--- config.mk ---
export PLATFORM = sky130hd
export DESIGN_NAME = scc_match
export DESIGN_NICKNAME = d
export VERILOG_FILES = /design/src/rtl/scc_match.sv
export SDC_FILE = /design/constraint.sdc
export NUM_CORES = 1
export LEC_CHECK = 0
export CORE_AREA = 3 3 40 42
export DETAILED_ROUTE_END_ITERATION = 8
export DIE_AREA = 0 0 43 45
export DONT_BUFFER_PORTS = 1
export PLACE_DENSITY_LB_ADDON = 0.25
export SYNTH_ARGS = -nofsm -noshare
export SYNTH_HDL_FRONTEND = slang
export SYNTH_SLANG_ARGS = --single-unit
--- constraint.sdc ---
create_clock -name vclk -period 4.05
set_input_delay 1.0125 -clock vclk [all_inputs]
set_output_delay 1.0125 -clock vclk [all_outputs]
set_load 0.005 [all_outputs]
--- src/rtl/scc_match.sv ---
// edge filter: tail/head orientation by pass, hit when the selected end is v and the peer is a live node
module scc_match #(
    parameter int NODE_W = 10,
    parameter int NC_W   = 11
) (
    input  logic [2*NODE_W-1:0] edge_word,
    input  logic [NODE_W-1:0]   v,
    input  logic [NC_W-1:0]     n,
    input  logic                fwd,
    output logic                hit,
    output logic [NODE_W-1:0]   peer
);

    logic [NODE_W-1:0] tail;
    logic [NODE_W-1:0] head;
    logic [NODE_W-1:0] a;

    assign tail = edge_word[2*NODE_W-1:NODE_W];
    assign head = edge_word[NODE_W-1:0];
    assign a    = fwd ? tail : head;
    assign peer = fwd ? head : tail;
    assign hit  = (a == v) && (NC_W'(peer) < n);

endmodule

**Yosys cells after proc, flatten, opt, wreduce, memory -nomap -nowiden**

Cells that the tools add are included.

- Bitwise gates (word level): 0
- Multipliers: 0
- Muxes and demuxes: 2
- Equality and inequality tests: 1
- Divide/modulo/power cells: 0
- Add/subtract/negate cells: 0
- Reduce and logical (&&, ||, !) cells: 1
- $lt $le $gt $ge: 1
- Shift operators: 0

Operator list:

| operator | number |
|---|---|
| $mux W10 | 2 |
| $lt A10 B11 Y1 | 1 |
| $eq A10 B10 Y1 | 1 |
| $logic_and A1 B1 Y1 | 1 |

- Word-level logic and storage cells: 5
- Bits in read-only memories: 0
- Input port bits: 42
- Bits in latches: 0
- Memories kept: 0
- Memory bits (writable): 0
- Output and inout port bits: 11
- Flip-flop bits (word level): 0

**Logic depth before layout (Yosys ltp)**

- Depth after elaboration: 3
- Mapped depth: 9
- Depth with buffers taken out: 7

**Worst setup path after synthesis**

Ideal clock, no wire load.

- Path kind: input-to-output
- Start point: input fwd
- End point: output hit
- Arrival time: 2.632 ns
- Stages on the path: 8
- Required time: 3.038 ns
- Path buffers: 2
- Setup slack: 0.405 ns
- Path through: buf_6 -> buf_2 -> mux2_2 -> ha_1 -> o21a_1 -> o221ai_1 -> o2111ai_1 -> nor4_2

- Word-level cells in the longest chain between the ends: 3
- Elaborated cells between the ends (all ways): 5
- Classes of those cells: order compare (1); eq/ne (1); mux (2); reduce/logical (1)

Ends and longest elaborated chain:

| what | RTL line | source |
|---|---|---|
| from (decl) | 9 | `input logic fwd,` |
| $mux W10 | 21 | `assign peer = fwd ? head : tail;` |
| named net peer[1] | 11 | `output logic [NODE_W-1:0] peer` |
| $lt A10 B11 Y1 | 22 | `assign hit = (a == v) && (NC_W'(peer) < n);` |
| $logic_and A1 B1 Y1 | 22 |  |
| to (decl) | 10 | `output logic hit,` |

The timed path passes the listed nets, and every way through them passes these cells.

**Final worst setup path**

- Start point: input fwd
- End point: output hit

- Word-level cells in the longest chain between the ends: 3
- Elaborated cells between the ends (all ways): 5
- Classes of those cells: order compare (1); eq/ne (1); mux (2); reduce/logical (1)

Ends and longest elaborated chain:

| what | RTL line |
|---|---|
| $mux W10, on equally long branches | 21, 20 |
| $lt A10 B11 Y1 / $eq A10 B10 Y1 (equally long branches) | 22 |
| $logic_and A1 B1 Y1 (*) | 22 |

Mark *: on every way between the ends. The rest lies on a longest branch, timed or not.

==> out/results.ini <==
[detailed_routing]
viasPerCell=5.68
wl_per_cell_um=15.1
drt-initial-drc-count=1
ant_nets=0
routed_wirelength_mm=1.21
drcViolationCount=0
via_count=454
first_pass_iters=2

[critical_path]
critPathBufInv=0
cp-start-kind=input port
cp_cell_sequence=mux2_2 > ha_1 > o21a_1 > o221ai_1 > o2111ai_1 > nor4_2
worstPathMaxFanout=20
crit_family=compound AO/OA/AOI/OAI gates
cp_data_arrival_time_ns=2.34
slowest_delay_ns=0.34
crit_start=fwd
end_kind=primary output
worst_path_max_delay_cell=mux2_2
critical_path_class=input port to primary output
required_ns=3.04

[synth]
syn_area_per_cell_um2=8.67
synth-compound-area-share=0.0948
yosys.area_share.simple=0.108
synth-seq-area-share=0
synthTopCellsByArea=ha_1 (19%), mux2_2 (19%), mux2i_1 (17%)
synth_fp_nets=118
synth.top_cell.area_share=0.194
synth.distinct_cells=19
syn-cell-area_um2=581
yosys_warnings=0
synth_adder_area_share=0.194
netlist_instances=67
synthMuxAreaShare=0.366
synth_top_family_by_area=multiplexers
synth_xor_area_frac=0.151
synth_top_cell_by_area=ha_1

[sta]
rsz0062_at_grt=false
setup_violations=0
post-route-period-util=0.827
final.setup.tns_ns=0
finalCriticalPeriod_ns=3.35
max_freq_mhz=299
hold_slack_ns=2.17
final_hold_viol_count=0
worstMarginPinSlew_ns=0.272
finalMaxSlewViolations=0
max_slew_margin=0.817

[global_route]
grt_pass1_wl_mm=1.91
overflow=0
track_usage=0.120
antenna_found_initial=0
grt_max_degree=21
grt_pass1_vias=485

[floorplan]
die_x_um=43
rows=13
die_area_um2=1940
core_um2=1280
start_util=0.452
die_y_um=45
io-pin-count=53

[placed_design]
dpl.hpwl_mm=1.14
io_buffer_count=0
place_congestion=0.658

[hold_path]
min_path_type=input port to primary output
min_from=edge_word[10]

[cells_and_area]
n_fill_cell=145
final_util=0.454
nClkBuffers=0
seq_cell_count=0
finalNetCount=118
antenna_cells=0
multi_input_area_um2=531
register_area_um2=0
layout-drive-gt1-share=0.185
syn_to_final_growth_pct=0.431

[status]
run_status=finished clean

[pwr]
p_leak_nw=0.270
ir_worst_vdd_v=0.0000344
p_per_area_nw_per_um2=98.7

[job]
maxCapViolCount=0

[clock_network]
cts_hold_buf=0
post_cts_resized=0
cts_setup_buffers=0

## cells in the mapped netlist, drive strengths merged
cell and count:
a21o 2, nor2 2, mux2i 10, ha 9, o2111ai 1, o21a 1, nand3 1, buf 2
nand4b 1, mux2 10, nand2 1, nand4 1, inv 9, a21oi 3, nor4 3, xnor2 10
o221ai 1
## final timing paths
kind,to,slack [ns],depth (start not counted)
setup / recovery,hit,0.70,6
hold / removal,peer[0],2.17,1
## cells in the final DEF, fill, tap and decap left out, drive strengths merged
master	n
mux2	10
mux2i	10
xnor2	10
inv	9
ha	9
a21oi	3
nor4	3
a21o	2
nor2	2
nand3	1
nand4b	1
o21a	1
nand2	1
nand4	1
o221ai	1
o2111ai	1
## routing by layer
layer  share of wire  global-route usage  vias to the layer above
met5               0                   0                        -
met4               0                   0                        0
met3           0.090              0.0159                        0
met2            0.49               0.222                       24
met1            0.42               0.160                      192
li1                -                   -                      238
## layout make-up
class                      count  share of cell area
tap                           15              0.0322
inverter                       9              0.0579
multi-input combinational     56               0.910
## power breakdown
group / switching (W) / total [W] / internal [W]
clock: 0 / 0 / 0
combinational: 0.0000253 / 0.0000575 / 0.0000323
sequential: 0 / 0 / 0
total: 0.0000253 / 0.0000575 / 0.0000323
## through the flow
step / setup WS, ns / total power, W / std cells / cell area (um^2)
6_report: 0.702 / 0.0000575 / 80 / 583
4_1_cts: 0.685 / 0.0000589 / 80 / 583
5_1_grt: 0.543 / 0.0000660 / 80 / 583
2_1_floorplan: 0.405 / 0.0000548 / 67 / 581
3_5_place_dp: 0.688 / 0.0000586 / 80 / 583
3_3_place_gp: 0.688 / 0.0000577 / 80 / 583
## cell families after synthesis
logic type,after synthesis
compound gates,8
fa+ha+maj,9
buf+inv,11
mux,20
simple gates,9
xor+xnor,10
No activity file was read; power rests on OpenSTA's default activity.
