## src/rtl/scc_ram.sv

```systemverilog
module scc_ram #(
    parameter int WIDTH = 8,
    parameter int DEPTH = 16
) (
    input  logic                     clk,
    input  logic                     we,
    input  logic [$clog2(DEPTH)-1:0] waddr,
    input  logic [WIDTH-1:0]         wdata,
    input  logic [$clog2(DEPTH)-1:0] raddr,
    output logic [WIDTH-1:0]         rdata
);

    logic [WIDTH-1:0] mem [DEPTH];

    always_ff @(posedge clk)
    begin
        if (we)
        begin
            mem[waddr] <= wdata;
        end
        rdata <= mem[raddr];
    end

endmodule

```

## config.mk

```make
export PLATFORM = sky130hd
export DESIGN_NAME = scc_ram
export DESIGN_NICKNAME = d
export VERILOG_FILES = /design/src/rtl/scc_ram.sv
export SDC_FILE = /design/constraint.sdc
export NUM_CORES = 1
export LEC_CHECK = 0
export ABC_AREA = 1
export BUFFER_PORTS_ARGS = -buffer_cell sky130_fd_sc_hd__buf_2
export CAP_MARGIN = 10
export CORE_ASPECT_RATIO = 0.7
export CORE_MARGIN = 2
export CORE_UTILIZATION = 60
export DETAILED_ROUTE_END_ITERATION = 8
export HOLD_SLACK_MARGIN = 0.03
export PLACE_DENSITY = 0.79
export REMOVE_ABC_BUFFERS = 1
export SYNTH_ARGS = -nofsm -noshare
export SYNTH_HDL_FRONTEND = slang
export SYNTH_SLANG_ARGS = --single-unit
```

## constraint.sdc

```tcl
create_clock -name clk -period 3.8 [get_ports clk]
set_clock_uncertainty 0.05 [all_clocks]
set_input_delay 0.76 -clock clk [delete_from_list [all_inputs] [get_ports clk]]
set_output_delay 0.76 -clock clk [all_outputs]
set_load 0.005 [all_outputs]
```

* After elaboration in Yosys (flattened, before gate mapping) *
Memory sizes are Yosys's and may differ from the RTL's. A register that Yosys moved wholly into a read port is not among the register bits.
Cells that the tools add are included.

operators by class
  multiplexer cells = 2

operators with widths
  kind               count
  two-way mux 1 bit  2

word-level totals
  flip-flop bits (word level) = 0
  bits in writable memories = 128
  input bits = 18
  output and inout port bits = 8
  logic and storage cells = 3
  memories kept = 1

memories
  memory  depth  bits a word  rd ports  clocked after Yosys merged registers in  write ports  line  source
  mem     16     8            1         1                                        1            13    logic [WIDTH-1:0] mem [DEPTH];

* Logic depth before layout (Yosys ltp) *
Gate-level depths: netlist of run 1.

  depth in word-level cells = 2
  mapped depth = 8
  mapped depth without buffers = 7

* Least setup slack after synthesis of run 1 *
Ideal clock, no wire load.

  path kind = input to register
  start = in waddr[2]
  end = mem mem[10][0], enable pin
  setup time = 0.370 ns
  arrival = 1.341 ns
  data required time = 3.380 ns
  slack = 2.039 ns
  cell stages on the path = 2
  buffers on the path = 0
  path through = nand3b_1 > nor2_1

RTL lines
  item             line  source
  start, declared  7     input logic [$clog2(DEPTH)-1:0] waddr,
  end, declared    13

Straight into the memory's write port.

==> out/metrics.csv, run 1 <==
stage,metric,value,unit
clock_tree,later-pin clock latency in the skew report,0.42,ns
yosys,"FF+latch count, synth",136,
power_and_ir_drop,Comb power frac,5.6,%
yosys,synthesized area,5770,um^2
yosys,Synth area leaders,"edfxtp_1, nand2_1, nand3_1, inv_1, dfxtp_1",
worst_hold_path,worst hold path class,reg2reg,
setup_path,crit-path max FO,33,
global_route,GRT Total Usage,27.4,%
yosys,Synth cell types,12,
setup_path,Worst Path Arrival,2.42,ns
place,pre-CTS setup slack,1.27,ns
floorplanning,Core Area,9220,um^2
layout,"most common cell after layout, fill and taps aside",nand2_1,
floorplanning,FP Rows,29,
detailed_routing,post-route ant nets,0,
power_and_ir_drop,peak supply drop,491,uV
setup_path,critical path capture point type,flop,
timing,Slew @ Worst Pin,1.11,ns
setup_path,CP bufs+invs,2,
floorplanning,DIE AREA,10400,um^2
timing,unrepaired setup endpoints after global routing,no,
setup_path,critical path class,in2reg,
layout,antenna fix cells,0,
detailed_routing,Vias,3837,
detailed_routing,vias per std cell,5.42,
layout,Layout area overhead,12.4,%
clock_tree,cts-stage hold buffer count,0,
yosys,Avg Synthesized Cell Area,10.5,um^2
clock_tree,# clock sinks,136,
timing,setup TNS,0,ns
detailed_routing,Wirelength per Cell,18.3,um
setup_path,CP peak stage delay,0.55,ns
global_route,total gr overflow,0,
detailed_routing,Initial DRC Count,547,
setup_path,CP dominant cell by count,nand3_1,
place,RD Place Congestion,0.951,
setup_path,"Max stage delay cell, worst path",buf_2,
timing,hold violation total from the final report,0,
floorplanning,Die Y,86.0,um
floorplanning,initial core utilization,62.6,%
power_and_ir_drop,PwrDens,540,nW/um^2
clock_tree,post-CTS sizing,0,
clock_tree,CTS tree,done,
timing,Final Cycle Share,56.8,%
global_route,initial antenna violation count,0,
setup_path,type of origin of the critical path,primary input,
clock_tree,H-tree Lvls,4,
power_and_ir_drop,Switching Share,20.4,%
yosys,share of the synthesized area in the top cell type,66.7,%
timing,FMAX,463,MHz
power_and_ir_drop,sequential power share,48.2,%
outcome,status,"complete, no violations",
layout,most frequent cells in the layout,"nand2_1, edfxtp_1, inv_1, nand3_1, buf_2",
floorplanning,# IOs,26,
yosys,Synth area leader,edfxtp_1,
place,DP Wirelength,7550,um
flow_run,max_cap viols,0,
timing,Final setup viols,0,
clock_tree,clk buf depth,2,
yosys,Ys Warns,0,
yosys,synthesized netlist cell count,551,
power_and_ir_drop,switching power,0.000715,W
yosys,"Seq/Total Area, Yosys",69.4,%
timing,Setup WS post-layout,1.64,ns
setup_path,"Largest delay share family, worst path",buffers and inverters,
power_and_ir_drop,P_leak,2.81,nW
setup_path,"Req. time, crit path",4.06,ns
timing,Slew headroom,25.6,%
layout,FILL cells,652,
power_and_ir_drop,Clk pwr share,46.1,%
clock_tree,Post-CTS Setup Inserts,0,
setup_path,critical path cell sequence,"buf_2, inv_2, nand3_1, nand3_1, nand3_1, nand2_1",
layout,Layout Nets,590,
layout,layout cells sized above 1,9.42,%
global_route,first-pass GRT wire length,20400,um
clock_tree,"CTS clk-pin slew, worst paths",0.05,ns
detailed_routing,1st-pass router iterations,7,
detailed_routing,DRC,0,
clock_tree,clk root buf,clkbuf_16,
detailed_routing,routed wire length,12900,um
global_route,vias in the first global route,3720,
power_and_ir_drop,Int Pwr,0.00279,W
floorplanning,Die Width,121,um
clock_tree,total CTS buffers,17,
timing,min cycle time layout,2.16,ns
global_route,pin count of the biggest net entering global routing,65,
place,Port Buffers,25,
timing,Slew Limit Fails,0,
## power groups by stage
stage / clock network (W) / logic [W] / registers [W]
CTS: 0.00163 / 0.000195 / 0.00169
global placement: 0 / 0.000187 / 0.00172
global route: 0.00169 / 0.000220 / 0.00169
floorplan: 0 / 0.0000905 / 0.00172
detailed placement: 0 / 0.000193 / 0.00172
finish: 0.00161 / 0.000197 / 0.00169
## cells by family (layout without fill, tap and decap cells)
kind of cell / Yosys count / in the layout / synth area share [%]
flip-flops: 136 / 136 / 69.4
buffers and inverters: 126 / 159 / 9.52
AND/OR/NAND/NOR: 289 / 289 / 21.0
## final cells by class
| type | count | area, um^2 | share of cell area, % |
|---|---|---|---|
| flip-flops and latches | 136 | 4000 | 61.8 |
| multi-input cells | 289 | 1210 | 18.7 |
| clock buffers | 30 | 564 | 8.70 |
| inverters | 102 | 383 | 5.91 |
| well taps | 124 | 155 | 2.39 |
| repair buffers | 26 | 133 | 2.05 |
| clock inverters | 1 | 30.0 | 0.463 |
## flip-flops by register name, indices dropped and copies added, names as in the netlist
signal	count
mem	128
rdata	8
## final timing paths
kind                                 from       end  slack, ns  depth (start not counted)
worst max-delay path             raddr[1]  rdata[2]       1.64                          6
worst min-delay path            mem[6][2]  rdata[2]       0.61                          6
worst max register to register  mem[9][2]  rdata[2]       2.64                          6
worst min register to register  mem[6][2]  rdata[2]       0.61                          6
## tightest hold or removal path, stage by stage, from the launching register on
cell and delay [ns]:
edfxtp_1 0.31, nand2_1 0.05, nand2_1 0.05, nand2_1 0.04, nand3_1 0.06, nand3_1 0.06, nand2_1 0.06
## metal layers
layer / routed length (um) / share of wire (%) / GRT usage [%]
met1: 5610 / 43 / 41.1
met3: 1260 / 9.7 / 7.05
met4: 289 / 2.2 / 10.6
met2: 5780 / 45 / 39.0
met5: 0 / 0 / 0
## cells in the mapped netlist
cell,number
buf_1,1
buf_2,13
buf_4,4
buf_6,6
dfxtp_1,8
edfxtp_1,128
inv_1,100
inv_2,2
nand2_1,173
nand3_1,97
nand3b_1,2
nor2_1,17
## stage by stage
| step | hold WS [ns] | instance area [um^2] | util, % | cells | power (W) |
|---|---|---|---|---|---|
| 6_report | 0.612 | 6480 | 70.3 | 708 | 0.00350 |
| 5_1_grt | 0.644 | 6480 | 70.3 | 708 | 0.00360 |
| 4_1_cts | 0.613 | 6480 | 70.3 | 708 | 0.00351 |
| 3_5_place_dp | 0.598 | 5890 | 63.9 | 677 | 0.00191 |
| 3_3_place_gp | 0.583 | 5890 | 63.9 | 677 | 0.00190 |
| 2_1_floorplan | 0.557 | 5600 | - | 527 | 0.00181 |
No activity file was read; power rests on OpenSTA's default activity.
==> inputs of run 2 (changes only) <==
--- a/config.mk
+++ b/config.mk
@@ -10,10 +10,10 @@
 export CAP_MARGIN = 10
 export CORE_ASPECT_RATIO = 0.7
 export CORE_MARGIN = 2
-export CORE_UTILIZATION = 60
+export CORE_UTILIZATION = 55
 export DETAILED_ROUTE_END_ITERATION = 8
 export HOLD_SLACK_MARGIN = 0.03
-export PLACE_DENSITY = 0.79
+export PLACE_DENSITY = 0.76
 export REMOVE_ABC_BUFFERS = 1
 export SYNTH_ARGS = -nofsm -noshare
 export SYNTH_HDL_FRONTEND = slang
==> constraint.sdc (replaced) <==
create_clock -name clk -period 1.84 [get_ports clk]
set_clock_uncertainty 0.05 [all_clocks]
set_input_delay 0.368 -clock clk [delete_from_list [all_inputs] [get_ports clk]]
set_output_delay 0.368 -clock clk [all_outputs]
set_load 0.005 [all_outputs]
==> out/metrics.csv, run 2 (synthesis gave the netlist of run 1 again) <==
stage,metric,value,unit
outcome,status,"complete, no violations",
setup_path,crit-path max FO,1,
detailed_routing,Vias,3898,
timing,unrepaired setup endpoints after global routing,no,
timing,FMAX,753,MHz
clock_tree,Post-CTS Setup Inserts,0,
global_route,vias in the first global route,3786,
setup_path,critical path capture point type,output pin,
detailed_routing,vias per std cell,5.23,
detailed_routing,Initial DRC Count,422,
setup_path,type of origin of the critical path,flop,
floorplanning,FP Rows,31,
setup_path,CP Launch Point,rdata[6],
timing,min cycle time layout,1.33,ns
setup_path,critical path cell sequence,buf_2,
setup_path,"Largest delay share family, worst path",flip-flops,
timing,Setup WS post-layout,0.512,ns
detailed_routing,routed wire length,12300,um
timing,Slew headroom,78.9,%
setup_path,CP bufs+invs,1,
layout,"most common cell after layout, fill and taps aside",nand2_1,
layout,antenna fix cells,0,
timing,hold violation total from the final report,0,
detailed_routing,DRC,0,
setup_path,WP depth,1,
clock_tree,post-CTS sizing,0,
clock_tree,# clock sinks,136,
global_route,GRT Total Usage,23.7,%
floorplanning,initial core utilization,56.1,%
detailed_routing,post-route ant nets,0,
layout,Regs by FF count,"mem x128, rdata x8",
setup_path,CP peak stage delay,0.37,ns
floorplanning,Die Width,126,um
place,Post-DP Area,6150,um^2
floorplanning,Die Y,89.7,um
setup_path,"Max stage delay cell, worst path",dfxtp_1,
setup_path,crit path to,rdata[6],
clock_tree,total CTS buffers,17,
setup_path,Critical R2R Capture,rdata[1],
clock_tree,clk buf depth,2,
global_route,total gr overflow,0,
setup_path,"Req. time, crit path",1.42,ns
layout,final instance area,6680,um^2
clock_tree,cts-stage hold buffer count,0,
clock_tree,H-tree Lvls,4,
layout,Largest Register,mem,
timing,Slew Limit Fails,0,
power_and_ir_drop,P_leak,2.94,nW
flow_run,max_cap viols,0,
clock_tree,later-pin clock latency in the skew report,0.41,ns
timing,Final Cycle Share,72.2,%
setup_path,r2r setup slk,0.80,ns
layout,most frequent cells in the layout,"nand2_1, edfxtp_1, inv_1, nand3_1, buf_4",
setup_path,Critical R2R Launch,mem[8][1],
layout,layout cells sized above 1,13.2,%
clock_tree,clk root buf,clkbuf_16,
timing,setup TNS,0,ns
worst_hold_path,worst hold path class,in2reg,
timing,Final setup viols,0,
setup_path,Worst Path Arrival,0.91,ns
setup_path,R2R cell count,6,
timing,Slew @ Worst Pin,0.317,ns
place,pre-CTS setup slack,0.353,ns
clock_tree,CTS tree,done,
floorplanning,Core Area,10300,um^2
place,Port Buffers,25,
setup_path,critical path class,reg2out,
power_and_ir_drop,PwrDens,1030,nW/um^2
layout,Layout Nets,619,
layout,Layout area overhead,15.8,%
layout,max reg flops,128,
power_and_ir_drop,peak supply drop,1060,uV
global_route,pin count of the biggest net entering global routing,52,
global_route,first-pass GRT wire length,19500,um
place,RD Place Congestion,0.830,
detailed_routing,1st-pass router iterations,5,
clock_tree,"CTS clk-pin slew, worst paths",0.05,ns
global_route,initial antenna violation count,0,
detailed_routing,Wirelength per Cell,16.5,um
floorplanning,DIE AREA,11300,um^2
place,DP Wirelength,7950,um
floorplanning,# IOs,26,
run 2: cell count changes in the layout (fill, tap and decap cells not counted):
cell        delta
clkinvlp_4     +1
clkbuf_8       -9
clkinv_4       +1
buf_4         +26
clkinv_1       +5
clkinv_2       +4
clkbuf_1       -1
buf_12         +3
run 2: report_power, final:
part	leakage (nW)	total (W)	switching [W]	internal (W)
clock network	0.255	0.00299	0.00117	0.00182
logic	1.46	0.000419	0.000283	0.000137
registers	1.22	0.00349	0.0000239	0.00347
total	2.94	0.00690	0.00148	0.00542
run 2: layout make-up:
type                    count  area, um^2
inverters                 102         383
clock inverters            12        85.1
repair buffers             55         388
well taps                 132         165
flip-flops and latches    136        4000
multi-input cells         289        1210
fillers                   799        3600
clock buffers              20         437
run 2: worst min-delay path by stage:
stage,cells after the start,slack [ns],from,to
after floorplan,0,0.42,wdata[0],mem[0][0]
after global placement,6,0.59,mem[6][7],rdata[7]
after detailed placement,6,0.59,mem[7][7],rdata[7]
after CTS,3,0.26,raddr[3],rdata[0]
after global routing,3,0.28,raddr[3],rdata[0]
final,3,0.28,raddr[3],rdata[0]
run 2: through the flow:
stage | cells | hold WS [ns] | total power, W | util, %
6_report | 746 | 0.281 | 0.00690 | 64.9
5_1_grt | 746 | 0.275 | 0.00714 | 64.9
4_1_cts | 746 | 0.260 | 0.00693 | 64.9
3_5_place_dp | 714 | 0.594 | 0.00397 | 59.9
3_3_place_gp | 714 | 0.588 | 0.00395 | 59.9
2_1_floorplan | 527 | 0.417 | 0.00373 | -
run 2: routing by layer:
metal	routed length (um)	up-vias	part of all wire, %	track usage [%]
met2	5690	154	46	37.8
met1	5520	1853	45	32.4
met5	0	-	0	0
met3	972	16	7.9	7.05
met4	147	0	1.2	7.09
li1	-	1875	-	-
==> inputs of run 3 (changes only) <==
--- a/config.mk
+++ b/config.mk
@@ -10,10 +10,10 @@
 export CAP_MARGIN = 10
 export CORE_ASPECT_RATIO = 0.7
 export CORE_MARGIN = 2
-export CORE_UTILIZATION = 55
+export CORE_UTILIZATION = 60
 export DETAILED_ROUTE_END_ITERATION = 8
 export HOLD_SLACK_MARGIN = 0.03
-export PLACE_DENSITY = 0.76
+export PLACE_DENSITY = 0.79
 export REMOVE_ABC_BUFFERS = 1
 export SYNTH_ARGS = -nofsm -noshare
 export SYNTH_HDL_FRONTEND = slang
==> constraint.sdc (replaced) <==
create_clock -name clk -period 1.4 [get_ports clk]
set_clock_uncertainty 0.05 [all_clocks]
set_input_delay 0.28 -clock clk [delete_from_list [all_inputs] [get_ports clk]]
set_output_delay 0.28 -clock clk [all_outputs]
set_load 0.005 [all_outputs]
==> out/metrics.csv, run 3 (synthesis gave the netlist of run 1 again) <==
stage,metric,value,unit
outcome,status,"complete, no violations",
setup_path,type of origin of the critical path,flop,
power_and_ir_drop,P_leak,2.98,nW
setup_path,CP bufs+invs,1,
timing,Final setup viols,0,
global_route,total gr overflow,0,
clock_tree,H-tree Lvls,4,
setup_path,"Largest delay share family, worst path",flip-flops,
layout,Layout area overhead,17.6,%
floorplanning,# IOs,26,
global_route,vias in the first global route,3762,
floorplanning,Die Width,121,um
layout,layout cells sized above 1,13.7,%
detailed_routing,Initial DRC Count,397,
place,RD Place Congestion,0.864,
detailed_routing,routed wire length,13100,um
global_route,GRT Total Usage,27.0,%
setup_path,"Req. time, crit path",1.07,ns
layout,Finished Core Util,73.6,%
place,Port Buffers,25,
floorplanning,initial core utilization,62.6,%
detailed_routing,Vias,3912,
layout,Layout Cells excl Fill,735,
clock_tree,clk root buf,clkbuf_16,
floorplanning,Core Area,9220,um^2
clock_tree,post-CTS sizing,0,
timing,Slew headroom,74.9,%
setup_path,Worst Path Arrival,0.87,ns
detailed_routing,post-route ant nets,0,
worst_hold_path,worst hold path class,in2reg,
layout,Regs by FF count,"mem x128, rdata x8",
flow_run,max_cap viols,0,
setup_path,critical path capture point type,output pin,
clock_tree,Post-CTS Setup Inserts,0,
detailed_routing,1st-pass router iterations,5,
timing,unrepaired setup endpoints after global routing,no,
timing,WHS,0.175,ns
setup_path,"Max stage delay cell, worst path",dfxtp_1,
detailed_routing,vias per std cell,5.32,
floorplanning,Die Y,86.0,um
layout,antenna fix cells,0,
power_and_ir_drop,peak supply drop,1140,uV
floorplanning,DIE AREA,10400,um^2
timing,Slew Limit Fails,0,
setup_path,crit-path max FO,1,
clock_tree,cts-stage hold buffer count,0,
timing,Slew @ Worst Pin,0.376,ns
setup_path,critical path cell sequence,buf_2,
global_route,first-pass GRT wire length,20100,um
layout,Largest Register,mem,
clock_tree,CTS tree,done,
clock_tree,clk buf depth,2,
setup_path,critical path class,reg2out,
timing,hold violation total from the final report,0,
global_route,pin count of the biggest net entering global routing,65,
floorplanning,FP Rows,29,
power_and_ir_drop,Power Total,0.00992,W
detailed_routing,Wirelength per Cell,17.8,um
clock_tree,# clock sinks,136,
clock_tree,later-pin clock latency in the skew report,0.41,ns
layout,FILL cells,623,
power_and_ir_drop,PwrDens,1460,nW/um^2
timing,FMAX,832,MHz
detailed_routing,DRC,0,
timing,setup TNS,0,ns
clock_tree,"CTS clk-pin slew, worst paths",0.06,ns
global_route,initial antenna violation count,0,
clock_tree,total CTS buffers,17,
timing,Final Cycle Share,85.8,%
layout,max reg flops,128,
layout,Layout Nets,616,
setup_path,CP peak stage delay,0.34,ns
layout,"most common cell after layout, fill and taps aside",nand2_1,
place,DP Wirelength,8050,um
layout,most frequent cells in the layout,"nand2_1, edfxtp_1, inv_1, nand3_1, buf_2",
timing,min cycle time layout,1.20,ns
place,Placed Cells,703,
==> run 3: path summary, 6_finish.rpt <==
path,start,end,slack (ns),cells past startpoint
hold reg to reg,mem[14][4],rdata[4],0.61,6
setup / recovery,rdata[6],rdata[6],0.20,1
hold / removal,raddr[3],rdata[0],0.17,3
setup reg to reg,mem[3][7],rdata[7],0.26,6
==> run 3: stage by stage <==
stage	setup slack (ns)	cell area, um^2
finish	0.198	6780
global route	0.170	6780
floorplan	0.0895	5600
CTS	0.169	6780
detailed placement	-0.0167	6150
global placement	0.0191	6150
==> run 3: metal layers <==
metal / GRT usage [%] / vias to the layer above / wire length [um]
met2: 38.8 / 181 / 5890
met3: 6.25 / 27 / 1120
met1: 39.9 / 1839 / 5750
met4: 12.2 / 0 / 327
met5: 0 / - / 0
li1: - / 1865 / -
==> run 3: where the power goes <==
group	internal, W	total (W)	leakage, nW	switching (W)
Combinational	0.000186	0.000585	1.45	0.000399
Clock	0.00314	0.00475	0.303	0.00161
Sequential	0.00455	0.00458	1.22	0.0000313
Total	0.00788	0.00992	2.98	0.00204
==> run 3: cell type report <==
class / count / area, um^2 / area share [%]
sequential: 136 / 4000 / 59.1
clock buffer: 18 / 429 / 6.33
multi-input combinational: 289 / 1210 / 17.9
clock inverter: 14 / 205 / 3.03
inverter: 102 / 383 / 5.65
timing repair buffer: 52 / 390 / 5.76
tap: 124 / 155 / 2.29
==> run 3: worst reg2reg max path: cells and delay by family, from the launching register on <==
kind                   cells  cell delay (ns)
AND/OR/NAND/NOR            5             0.56
flip-flops                 1             0.36
buffers and inverters      1             0.06
